===== src/design/tbd_pkg.sv =====
// Shared types and helpers for the tile bitstream decompressor.
// No dependencies; imported by tbd_core, tbd_outq and the top level.
package tbd_pkg;

	// Bitstream decode phase
	typedef enum logic [3:0] {
		PH_HEADER, PH_CNT_HI, PH_CNT_LO, PH_PIV_A, PH_PIV_B, PH_ROW,
		PH_PIX_HI, PH_PIX_LO, PH_SAME, PH_N0, PH_N1, PH_TFLAG, PH_DRAIN
	} phase_t;

	// Sequencer state of the core
	typedef enum logic [2:0] {
		C_IDLE, C_BITS, C_TAIL, C_REPEAT, C_PLANE1, C_FIN, C_FLUSH
	} ctl_t;

	// Result kinds
	localparam logic [1:0] KIND_TILE  = 2'd0;
	localparam logic [1:0] KIND_DONE  = 2'd1;
	localparam logic [1:0] KIND_TRUNC = 2'd2;

	// Register indexes
	localparam logic REG_INVERT  = 1'b0;
	localparam logic REG_PERSIST = 1'b1;

	// One result word handed to the output stage
	typedef struct packed {
		logic       valid;
		logic [7:0] data;
		logic [1:0] kind;
	} push_t;

	// Follow colors for a pivot a (already skipped past c): returns {b, d}
	function automatic logic [3:0] pivot_bd(input logic [1:0] a, input logic [1:0] c);
		logic [2:0] b;
		logic [2:0] d;
		if (a != 2'd0 && c != 2'd0) b = 3'd0;
		else if (a != 2'd1 && c != 2'd1) b = 3'd1;
		else b = 3'd2;
		d = b + 3'd1;
		if (d[1:0] == a || d[1:0] == c) d = d + 3'd1;
		if (d[1:0] == a || d[1:0] == c) d = d + 3'd1;
		return {b[1:0], d[1:0]};
	endfunction

endpackage


===== src/design/tbd_outq.sv =====
// Output stage: one hold word plus the stream output register.
// The hold word lets the end-of-step flag be set on the last result. Uses tbd_pkg.
module tbd_outq (
	input  logic           clk,
	input  logic           arst_n,
	input  tbd_pkg::push_t push,
	input  logic           flush,
	output logic           go,
	output logic           m_tvalid,
	input  logic           m_tready,
	output logic [7:0]     m_tdata,   // out_byte
	output logic [1:0]     m_tuser,   // out_kind
	output logic           m_tlast    // last_of_run
);
	import tbd_pkg::*;

	logic       hv_q;
	logic [7:0] hb_q;
	logic [1:0] hk_q;
	logic       ov_q;
	logic [7:0] ob_q;
	logic [1:0] ok_q;
	logic       ol_q;

	// a new word can enter whenever the held word can move on
	assign go = !hv_q || !ov_q || m_tready;

	// control flags
	always_ff @(posedge clk or negedge arst_n) begin
		if (!arst_n) begin
			hv_q <= 1'b0;
			ov_q <= 1'b0;
		end else begin
			if ((push.valid || flush) && hv_q) ov_q <= 1'b1;
			else if (ov_q && m_tready) ov_q <= 1'b0;
			if (push.valid) hv_q <= 1'b1;
			else if (flush) hv_q <= 1'b0;
		end
	end

	// payload
	always_ff @(posedge clk) begin
		if ((push.valid || flush) && hv_q) begin
			ob_q <= hb_q;
			ok_q <= hk_q;
			ol_q <= flush;
		end
		if (push.valid) begin
			hb_q <= push.data;
			hk_q <= push.kind;
		end
	end

	assign m_tvalid = ov_q;
	assign m_tdata  = ob_q;
	assign m_tuser  = ok_q;
	assign m_tlast  = ol_q;
endmodule


===== src/design/tbd_core.sv =====
// Bit-serial decoder core: input byte shift register, follow table, row
// assembly and plane-1 row store. Depends on tbd_pkg.
module tbd_core (
	input  logic           clk,
	input  logic           arst_n,
	input  logic           invert_first_bit,
	input  logic           persistent_rows,
	input  logic           in_valid,
	output logic           in_ready,
	input  logic [7:0]     in_byte,
	input  logic           in_last,
	input  logic           go,
	output tbd_pkg::push_t push,
	output logic           flush
);
	import tbd_pkg::*;

	ctl_t       ctl_q, ctl_d;
	phase_t     phase_q, phase_d;
	logic [7:0] shift_q, shift_d;
	logic [3:0] cnt_q, cnt_d;
	logic       last_q, last_d;
	logic       tail_q, tail_d;
	logic [7:0] tiles_q, tiles_d;
	logic       until_q, until_d;
	logic       ended_q, ended_d;
	logic [1:0] fcnt_q [4];
	logic [1:0] fcnt_d [4];
	logic [1:0] fcol_q [4][3];
	logic [1:0] fcol_d [4][3];
	logic [1:0] tcol_q, tcol_d;
	logic       part_q, part_d;
	logic [7:0] p0_q, p0_d;
	logic [7:0] p1_q, p1_d;
	logic [2:0] row_q, row_d;
	logic [2:0] pix_q, pix_d;
	logic [1:0] cur_q, cur_d;
	logic [2:0] pidx_q, pidx_d;
	logic [7:0] p1mem [8];

	logic       we;
	logic [7:0] wdata;
	logic       bit_v;
	logic [3:0] cnt_now;
	ctl_t       cont;
	logic       do_feed, do_place, do_rowdone, do_endc, do_pivot;
	logic [1:0] place_c, piv_a, piv_a2;
	logic [3:0] bd;
	logic [7:0] rd_byte, rd_p1, np0, np1;
	logic [1:0] cnt_cur;

	assign in_ready = (ctl_q == C_IDLE);
	assign bit_v    = (ctl_q == C_TAIL) ? 1'b0 : shift_q[7];
	assign cnt_now  = (ctl_q == C_BITS) ? cnt_q - 4'd1 : cnt_q;
	assign cnt_cur  = fcnt_q[cur_q];

	// where to go once the current bit and its follow-up work are done
	always_comb begin
		if (tail_q) cont = C_TAIL;
		else if (cnt_now != 4'd0) cont = C_BITS;
		else if (last_q) cont = C_TAIL;
		else cont = C_FLUSH;
	end

	always_comb begin
		ctl_d = ctl_q; phase_d = phase_q; shift_d = shift_q; cnt_d = cnt_q;
		last_d = last_q; tail_d = tail_q; tiles_d = tiles_q; until_d = until_q;
		ended_d = ended_q; fcnt_d = fcnt_q; fcol_d = fcol_q; tcol_d = tcol_q;
		part_d = part_q; p0_d = p0_q; p1_d = p1_q; row_d = row_q; pix_d = pix_q;
		cur_d = cur_q; pidx_d = pidx_q;
		push = '0; flush = 1'b0; we = 1'b0; wdata = p1_q;
		do_feed = 1'b0; do_place = 1'b0; do_rowdone = 1'b0; do_endc = 1'b0;
		do_pivot = 1'b0; place_c = cur_q; piv_a = 2'd0; piv_a2 = 2'd0; bd = '0;
		rd_byte = p0_q; rd_p1 = p1_q; np0 = p0_q; np1 = p1_q;

		// sequencer
		case (ctl_q)
			C_IDLE: begin
				if (in_valid) begin
					if (phase_q == PH_DRAIN) begin
						if (in_last) phase_d = PH_HEADER;
					end else begin
						ended_d = in_last;
						last_d  = in_last;
						tail_d  = 1'b0;
						if (phase_q == PH_HEADER) begin
							tiles_d = in_byte;
							until_d = (in_byte == 8'd0);
							for (int i = 0; i < 4; i++) begin
								fcnt_d[i] = 2'd0;
								for (int k = 0; k < 3; k++) fcol_d[i][k] = 2'd0;
							end
							p0_d = '0; p1_d = '0; row_d = '0; pix_d = '0;
							cur_d = '0; tcol_d = 2'd3; part_d = 1'b0;
							shift_d = '0; cnt_d = '0;
							phase_d = PH_CNT_HI;
							ctl_d = in_last ? C_TAIL : C_IDLE;
						end else begin
							shift_d = in_byte;
							cnt_d   = 4'd8;
							ctl_d   = C_BITS;
						end
					end
				end
			end
			C_BITS: begin
				if (go) begin
					shift_d = {shift_q[6:0], 1'b0};
					cnt_d   = cnt_now;
					ctl_d   = cont;
					do_feed = 1'b1;
				end
			end
			C_TAIL: begin
				if (go) begin
					ctl_d   = cont;
					do_feed = 1'b1;
				end
			end
			C_REPEAT: begin
				if (go) begin
					ctl_d    = cont;
					do_place = 1'b1;
				end
			end
			C_PLANE1: begin
				if (go) begin
					push.valid = 1'b1;
					push.data  = p1mem[pidx_q];
					push.kind  = KIND_TILE;
					pidx_d     = pidx_q + 3'd1;
					if (pidx_q == 3'd7) begin
						// tile end
						if (until_q) begin
							if (ended_q) begin
								ctl_d = C_FIN; part_d = 1'b0;
							end else begin
								phase_d = PH_TFLAG; ctl_d = cont;
							end
						end else if (tiles_q <= 8'd1) begin
							ctl_d = C_FIN; part_d = 1'b0;
						end else begin
							tiles_d = tiles_q - 8'd1;
							if (tail_q) begin
								ctl_d = C_FIN; part_d = 1'b1;
							end else begin
								phase_d = PH_TFLAG; ctl_d = cont;
							end
						end
					end
				end
			end
			C_FIN: begin
				// part_q carries the truncation flag here
				if (go) begin
					push.valid = 1'b1;
					push.data  = 8'd0;
					push.kind  = part_q ? KIND_TRUNC : KIND_DONE;
					phase_d    = ended_q ? PH_HEADER : PH_DRAIN;
					ctl_d      = C_FLUSH;
				end
			end
			C_FLUSH: begin
				if (go) begin
					flush = 1'b1;
					ctl_d = C_IDLE;
				end
			end
			default: ctl_d = C_IDLE;
		endcase

		// one stream bit
		if (do_feed) begin
			case (phase_q)
				PH_CNT_HI: begin part_d = bit_v; phase_d = PH_CNT_LO; end
				PH_CNT_LO: begin
					fcnt_d[tcol_q] = {part_q, bit_v};
					if ({part_q, bit_v} == 2'd0) do_endc = 1'b1;
					else phase_d = PH_PIV_A;
				end
				PH_PIV_A: begin
					if (!bit_v) begin do_pivot = 1'b1; piv_a = 2'd0; end
					else phase_d = PH_PIV_B;
				end
				PH_PIV_B: begin do_pivot = 1'b1; piv_a = {bit_v, !bit_v}; end
				PH_ROW: begin
					if (bit_v) do_rowdone = 1'b1;
					else begin pix_d = 3'd0; phase_d = PH_PIX_HI; end
				end
				PH_PIX_HI: begin part_d = bit_v; phase_d = PH_PIX_LO; end
				PH_PIX_LO: begin do_place = 1'b1; place_c = {part_q, bit_v}; end
				PH_SAME: begin
					if (bit_v != invert_first_bit) do_place = 1'b1;
					else if (cnt_cur == 2'd1) begin
						do_place = 1'b1; place_c = fcol_q[cur_q][0];
					end else phase_d = PH_N0;
				end
				PH_N0: begin
					if (!bit_v) begin do_place = 1'b1; place_c = fcol_q[cur_q][0]; end
					else if (cnt_cur == 2'd2) begin
						do_place = 1'b1; place_c = fcol_q[cur_q][1];
					end else phase_d = PH_N1;
				end
				PH_N1: begin
					do_place = 1'b1;
					place_c  = bit_v ? fcol_q[cur_q][2] : fcol_q[cur_q][1];
				end
				PH_TFLAG: begin
					if (bit_v) begin tcol_d = 2'd3; phase_d = PH_CNT_HI; end
					else begin row_d = 3'd0; phase_d = PH_ROW; end
				end
				default: ;
			endcase
		end

		// pivot code: build the three follow colors of the table color
		if (do_pivot) begin
			piv_a2 = (piv_a >= tcol_q) ? piv_a + 2'd1 : piv_a;
			bd = pivot_bd(piv_a2, tcol_q);
			if (fcnt_q[tcol_q] == 2'd2) begin
				fcol_d[tcol_q][0] = bd[3:2];
				fcol_d[tcol_q][1] = bd[1:0];
			end else begin
				fcol_d[tcol_q][0] = piv_a2;
				fcol_d[tcol_q][1] = bd[3:2];
			end
			fcol_d[tcol_q][2] = bd[1:0];
			do_endc = 1'b1;
		end

		// next table color, or start the rows
		if (do_endc) begin
			if (tcol_q == 2'd0) begin
				if (!persistent_rows) begin p0_d = '0; p1_d = '0; end
				row_d = 3'd0;
				phase_d = PH_ROW;
			end else begin
				tcol_d = tcol_q - 2'd1;
				phase_d = PH_CNT_HI;
			end
		end

		// one pixel into the row planes
		if (do_place) begin
			np0   = {p0_q[6:0], place_c[0]};
			np1   = {p1_q[6:0], place_c[1]};
			cur_d = place_c;
			p0_d  = np0;
			p1_d  = np1;
			if (pix_q == 3'd7) begin
				do_rowdone = 1'b1;
				rd_byte = np0;
				rd_p1   = np1;
			end else begin
				pix_d = pix_q + 3'd1;
				if (fcnt_q[place_c] != 2'd0) phase_d = PH_SAME;
				else ctl_d = C_REPEAT;
			end
		end

		// row complete: plane-0 out now, plane-1 stored for tile end
		if (do_rowdone) begin
			push.valid = 1'b1;
			push.data  = rd_byte;
			push.kind  = KIND_TILE;
			we    = 1'b1;
			wdata = rd_p1;
			if (row_q == 3'd7) begin
				ctl_d  = C_PLANE1;
				pidx_d = 3'd0;
			end else begin
				row_d   = row_q + 3'd1;
				phase_d = PH_ROW;
			end
		end

		// entering zero-bit tail of the stream
		if (ctl_d == C_TAIL && ctl_q != C_TAIL) tail_d = 1'b1;
	end

	always_ff @(posedge clk or negedge arst_n) begin
		if (!arst_n) begin
			ctl_q <= C_IDLE; phase_q <= PH_HEADER; shift_q <= '0; cnt_q <= '0;
			last_q <= 1'b0; tail_q <= 1'b0; tiles_q <= '0; until_q <= 1'b0;
			ended_q <= 1'b0; tcol_q <= 2'd3; part_q <= 1'b0; p0_q <= '0;
			p1_q <= '0; row_q <= '0; pix_q <= '0; cur_q <= '0; pidx_q <= '0;
			for (int i = 0; i < 4; i++) begin
				fcnt_q[i] <= 2'd0;
				for (int k = 0; k < 3; k++) fcol_q[i][k] <= 2'd0;
			end
		end else begin
			ctl_q <= ctl_d; phase_q <= phase_d; shift_q <= shift_d; cnt_q <= cnt_d;
			last_q <= last_d; tail_q <= tail_d; tiles_q <= tiles_d;
			until_q <= until_d; ended_q <= ended_d; tcol_q <= tcol_d;
			part_q <= part_d; p0_q <= p0_d; p1_q <= p1_d; row_q <= row_d;
			pix_q <= pix_d; cur_q <= cur_d; pidx_q <= pidx_d;
			fcnt_q <= fcnt_d; fcol_q <= fcol_d;
		end
	end

	// plane-1 row store
	always_ff @(posedge clk) begin
		if (we) p1mem[row_q] <= wdata;
	end
endmodule


===== src/design/tile_bitstream_decompressor.sv =====
// Tile bitstream decompressor: register port, core and output stage.
// Depends on tbd_pkg, tbd_core and tbd_outq.
//
// Takes one compressed byte per word and decodes it one bit per clock while the
// output accepts: a data byte is accepted, shifted out bit by bit, and the step
// is then closed; a header byte is only accepted. A color that has no followers
// repeats at one pixel per cycle, the end of a tile adds the eight plane-1 bytes,
// and the last tile or a truncated stream adds an end marker. While two results
// wait on the output, decoding pauses until the sink takes one.
// The last result of each input byte carries m_tlast.
module tile_bitstream_decompressor (
	input  logic        clk,
	input  logic        arst_n,
	input  logic        psel,
	input  logic        penable,
	input  logic        pwrite,
	input  logic [2:0]  paddr,
	input  logic [31:0] pwdata,
	output logic [31:0] prdata,
	output logic        pready,
	input  logic        s_tvalid,
	output logic        s_tready,
	input  logic [7:0]  s_tdata,   // in_byte
	input  logic        s_tlast,   // is_last
	output logic        m_tvalid,
	input  logic        m_tready,
	output logic [7:0]  m_tdata,   // out_byte
	output logic [1:0]  m_tuser,   // out_kind
	output logic        m_tlast    // last_of_run
);
	import tbd_pkg::*;

	logic  invert_q, persist_q;
	logic  go, flush;
	push_t push;

	// configuration registers
	assign pready = 1'b1;
	always_ff @(posedge clk or negedge arst_n) begin
		if (!arst_n) begin
			invert_q  <= 1'b0;
			persist_q <= 1'b0;
		end else if (psel && penable && pwrite) begin
			if (paddr[2] == REG_INVERT) invert_q <= pwdata[0];
			else persist_q <= pwdata[0];
		end
	end
	assign prdata = {31'd0, (paddr[2] == REG_PERSIST) ? persist_q : invert_q};

	tbd_core u_core (
		.clk              (clk),
		.arst_n           (arst_n),
		.invert_first_bit (invert_q),
		.persistent_rows  (persist_q),
		.in_valid         (s_tvalid),
		.in_ready         (s_tready),
		.in_byte          (s_tdata),
		.in_last          (s_tlast),
		.go               (go),
		.push             (push),
		.flush            (flush)
	);

	tbd_outq u_outq (
		.clk      (clk),
		.arst_n   (arst_n),
		.push     (push),
		.flush    (flush),
		.go       (go),
		.m_tvalid (m_tvalid),
		.m_tready (m_tready),
		.m_tdata  (m_tdata),
		.m_tuser  (m_tuser),
		.m_tlast  (m_tlast)
	);
endmodule

===== config.mk =====
export PLATFORM = sky130hd
export DESIGN_NAME = tile_bitstream_decompressor
export DESIGN_NICKNAME = d
export VERILOG_FILES = /design/src/design/tbd_pkg.sv /design/src/design/tbd_outq.sv /design/src/design/tbd_core.sv /design/src/design/tile_bitstream_decompressor.sv
export SDC_FILE = /design/constraint.sdc
export NUM_CORES = 1
export LEC_CHECK = 0
export ABC_CLOCK_PERIOD_IN_PS = 3800
export CAP_MARGIN = 40
export CORE_ASPECT_RATIO = 0.5
export CORE_UTILIZATION = 35
export CTS_BUF_LIST = sky130_fd_sc_hd__clkbuf_4 sky130_fd_sc_hd__clkbuf_8
export CTS_CLUSTER_SIZE = 25
export DETAILED_ROUTE_END_ITERATION = 10
export DONT_BUFFER_PORTS = 1
export PLACE_DENSITY = 0.49
export REMOVE_ABC_BUFFERS = 1
export SLEW_MARGIN = 20
export SYNTH_ARGS = -nofsm -noshare
export SYNTH_HDL_FRONTEND = slang
export SYNTH_SLANG_ARGS = --single-unit

===== constraint.sdc =====
create_clock -name clk -period 3.8 [get_ports clk]
set_input_delay 0.95 -clock clk [delete_from_list [all_inputs] [get_ports clk]]
set_output_delay 0.95 -clock clk [all_outputs]
set_load 0.01 [all_outputs]

==> results.yml <==
synth:
  synth_area_leaders: "edfxtp_1 27%, dfrtp_1 25%, mux4_2 5.7%"
  synthMostInstantiatedCell: "dfrtp_1"
  synthTopCellsByCount: "94 x dfrtp_1, 85 x edfxtp_1, 82 x nand2_1, 76 x nor2_1, 67 x o21ai_0"
  synth_top_area_share_pct: 26.87
  ys_seq_area_share_pct: 52.19
  yosys_warnings: 0
  postSynth.asyncResetShare_pct: 53.04
  netlist_instances: 882
  ys_types: 80
  synth.largest_area_cell: "edfxtp_1"
  synth_ff_type: "dfrtp_1"
  syn_area_per_cell_um2: 10.77
  synth.cell_area_um2: 9499
  synth-seq-cells: 181
  synth-edff-count: 85
clock_network:
  cts_root_buf: "clkbuf_8"
  ctsResizeCount: 0
  cts_tree: "built"
  clock_path_buffers: 2
  post_cts_buffers: 0
  postCtsHoldBufs: 0
  cts.sinks: 181
  htreeDepth: 4
  clock_latency_ps: 500
  numCtsBuffers: 17
  clk_pin_slew_ps: 100
route:
  firstDrtPassIters: 5
  wl_per_cell_um: 19.05
  route.detailed.drc: 0
  drt.antenna.violating_nets: 0
  drt_wl_total_mm: 24.00
  dr_total_vias: 6934
  viasPerCell: 5.503
  drt_iter0_drc: 608
placement:
  post-dp-hpwl_mm: 16.65
  placed_cells: 1228
  routabilityCongestion: 0.8748
  io_buffers: 0
setup_path:
  path_buf_inv: 0
  cp_max_fo: 5
  end_kind: "register"
  cp_slowest_cell: "or4b_2"
  cpPeakStageDelay_ps: 770
  worstPathArrival_ps: 3760
  required_ps: 4190
  path_cells: "or4b_2 -> or3_1 -> ha_1 -> nand2b_1 -> a21oi_1 -> and3_1 -> o21ai_0 -> o21ai_0 -> or2_1 -> a21oi_1 -> a31o_2"
  cp-start-kind: "register"
  path_class: "register to register"
  crit_family: "simple AND/OR/NAND/NOR gates"
grt:
  grt_max_degree: 97
  grt_pass1_wl_mm: 38.52
  grt_use_met1_pct: 25.39
  grt_pass1_vias: 6736
  antenna_found_initial: 0
  met2_usage_pct: 27.67
  grt_util_met3_pct: 3.878
  gr-max-usage-layer: "met2"
  grt.overflow.total: 0
  gr-usage-all-layers_pct: 18.04
power:
  netSwitchingFraction_pct: 42.09
  switchingPower_mw: 3.014
  internal-power_mw: 4.147
  p_leak_nw: 3.964
  ir_worst_vdd_v: 0.0002400
  power_frac_clock_pct: 18.1
  p_seq_share_pct: 39.2
  combPwrFrac_pct: 42.7
  p_per_area_nw_per_um2: 693.6
  p_total_mw: 7.161
timing:
  slew_headroom_pct: 41.37
  setup_tns_ps: 0
  finalCritPeriodShare_pct: 88.78
  hold_viol_final: 0
  slew_violations: 0
  skew_ps: 14.09
  period_minus_slack_ps: 3374
  fmax_mhz: 296.4
  grt_setup_unrepaired: "no"
  finalSetupViolCount: 0
  tightestPinTransition_ps: 870.3
run_status:
  outcome: "completed"
floorplan:
  die_w_um: 235.0
  die_h_um: 118.5
  dieArea_um2: 27840
  row_count: 42
  ioPinCount: 97
  core-area_um2: 26540
  start_util_pct: 35.79
final_layout:
  fin_nets: 958
  final_cells: 1260
  areaGrowthSynthToFinish_pct: 8.681
  n_antenna_cell: 0
  final_core_util_pct: 38.90
  drive_gt1_share_pct: 15.20
hold_path:
  hold_path.class: "input port to async pin"
flow_run:
  max_cap_violations: 0
-- flip-flops by register name, indices dropped and copies added, names as in the netlist, 2 cells and up --
name	cells
u_core.shift_q	8
u_outq.hb_q	8
u_core.tcol_q	2
u_core.fcol_q	24
u_core.cnt_q	4
u_core.p1_q	8
u_core.ctl_q	3
u_core.p1mem	64
u_outq.m_tdata	8
u_core.phase_q	4
u_core.pidx_q	3
u_core.pix_q	3
u_core.tiles_q	8
u_core.row_q	3
u_core.p0_q	8
u_outq.m_tuser	2
u_core.fcnt_q	8
u_core.cur_q	2
u_outq.hk_q	2
-- cell type report --
class                   count  area (µm²)
clock inverters            13       133.9
clock buffers              19       249.0
flip-flops and latches    181        4957
fillers                  2579       16210
inverters                  20       75.07
repair buffers             46       345.3
well taps                 352       440.4
multi-input cells         629        4123
-- cells by family after synthesis --
logic type / count (synthesis) / share of synthesized area, %
buffers and inverters: 102 / 5.598
DFF: 181 / 52.19
xor gates and xnor gates: 4 / 0.3689
other: 2 / 0.07906
adders and majority gates: 12 / 1.581
and+or+nand+nor: 305 / 16.12
muxes: 44 / 7.943
AOI/OAI and AO/OA: 232 / 16.12
-- through the flow --
step                      cell area (µm²)  worst slack (ps)  hold WS [ps]
final                               10320             426.3         136.7
after global routing                10320             165.2         92.06
after CTS                           10320             432.0         93.15
after detailed placement             9941             30.47         404.5
after global placement               9933             42.56         403.7
after floorplan                      9155             85.37         400.3
-- power by group through the flow --
stage | combinational (mW) | sequential (mW) | clock (mW)
detailed placement | 3.03 | 2.85 | 0
global placement | 2.99 | 2.83 | 0
finish | 3.06 | 2.81 | 1.30
global route | 3.39 | 2.86 | 1.43
floorplan | 1.94 | 2.86 | 0
CTS | 3.05 | 2.81 | 1.35
-- path summary, 6_finish.rpt --
| path | to | depth (start not counted) | startpoint | slack, ps |
|---|---|---|---|---|
| setup / recovery | u_core.fcol_q[2] | 11 | u_core.phase_q[0] | 430 |
| hold / removal | u_core.tiles_q[4] | 0 | arst_n | 140 |
| setup reg to reg | u_core.fcol_q[2] | 11 | u_core.phase_q[0] | 430 |
| hold reg to reg | u_outq.m_tdata[4] | 0 | u_outq.hb_q[4] | 420 |
| max in group asynchronous | u_core.tcol_q[0] | 0 | arst_n | 3450 |
| min in group clk | u_outq.m_tdata[4] | 0 | u_outq.hb_q[4] | 420 |
-- metal layers --
layer,routed length (µm),part of all wire (%)
met1,11660,49
met2,10860,45
met3,1100,4.6
met4,373,1.6
met5,0,0
-- cell usage in the layout (no fill, tap or decap), types with 5 or more instances in the layout --
master / netlist / routed
a31oi_1: 14 / 14
nand2_1: 82 / 82
a21oi_1: 49 / 49
inv_1: 20 / 20
a221oi_1: 8 / 8
inv_8: 0 / 5
and2_1: 6 / 6
buf_4: 33 / 46
dfrtp_1: 94 / 94
mux4_2: 24 / 24
conb_1: 2 / 32
a22oi_1: 5 / 5
nor4_1: 6 / 6
a221o_1: 10 / 10
a21o_1: 6 / 6
a211oi_1: 5 / 5
nor3_1: 19 / 19
a22o_1: 16 / 16
mux2_2: 11 / 11
nand3_1: 41 / 41
o22ai_1: 8 / 8
edfxtp_1: 85 / 85
mux2i_1: 9 / 9
o31ai_1: 7 / 7
nand2b_1: 17 / 17
o21ai_0: 67 / 67
nor3b_1: 6 / 6
nor2b_1: 15 / 15
ha_1: 12 / 12
clkbuf_8: 0 / 17
nand4_1: 6 / 6
nor2_1: 76 / 76
Note: power is estimated with default switching activity, not from simulation.
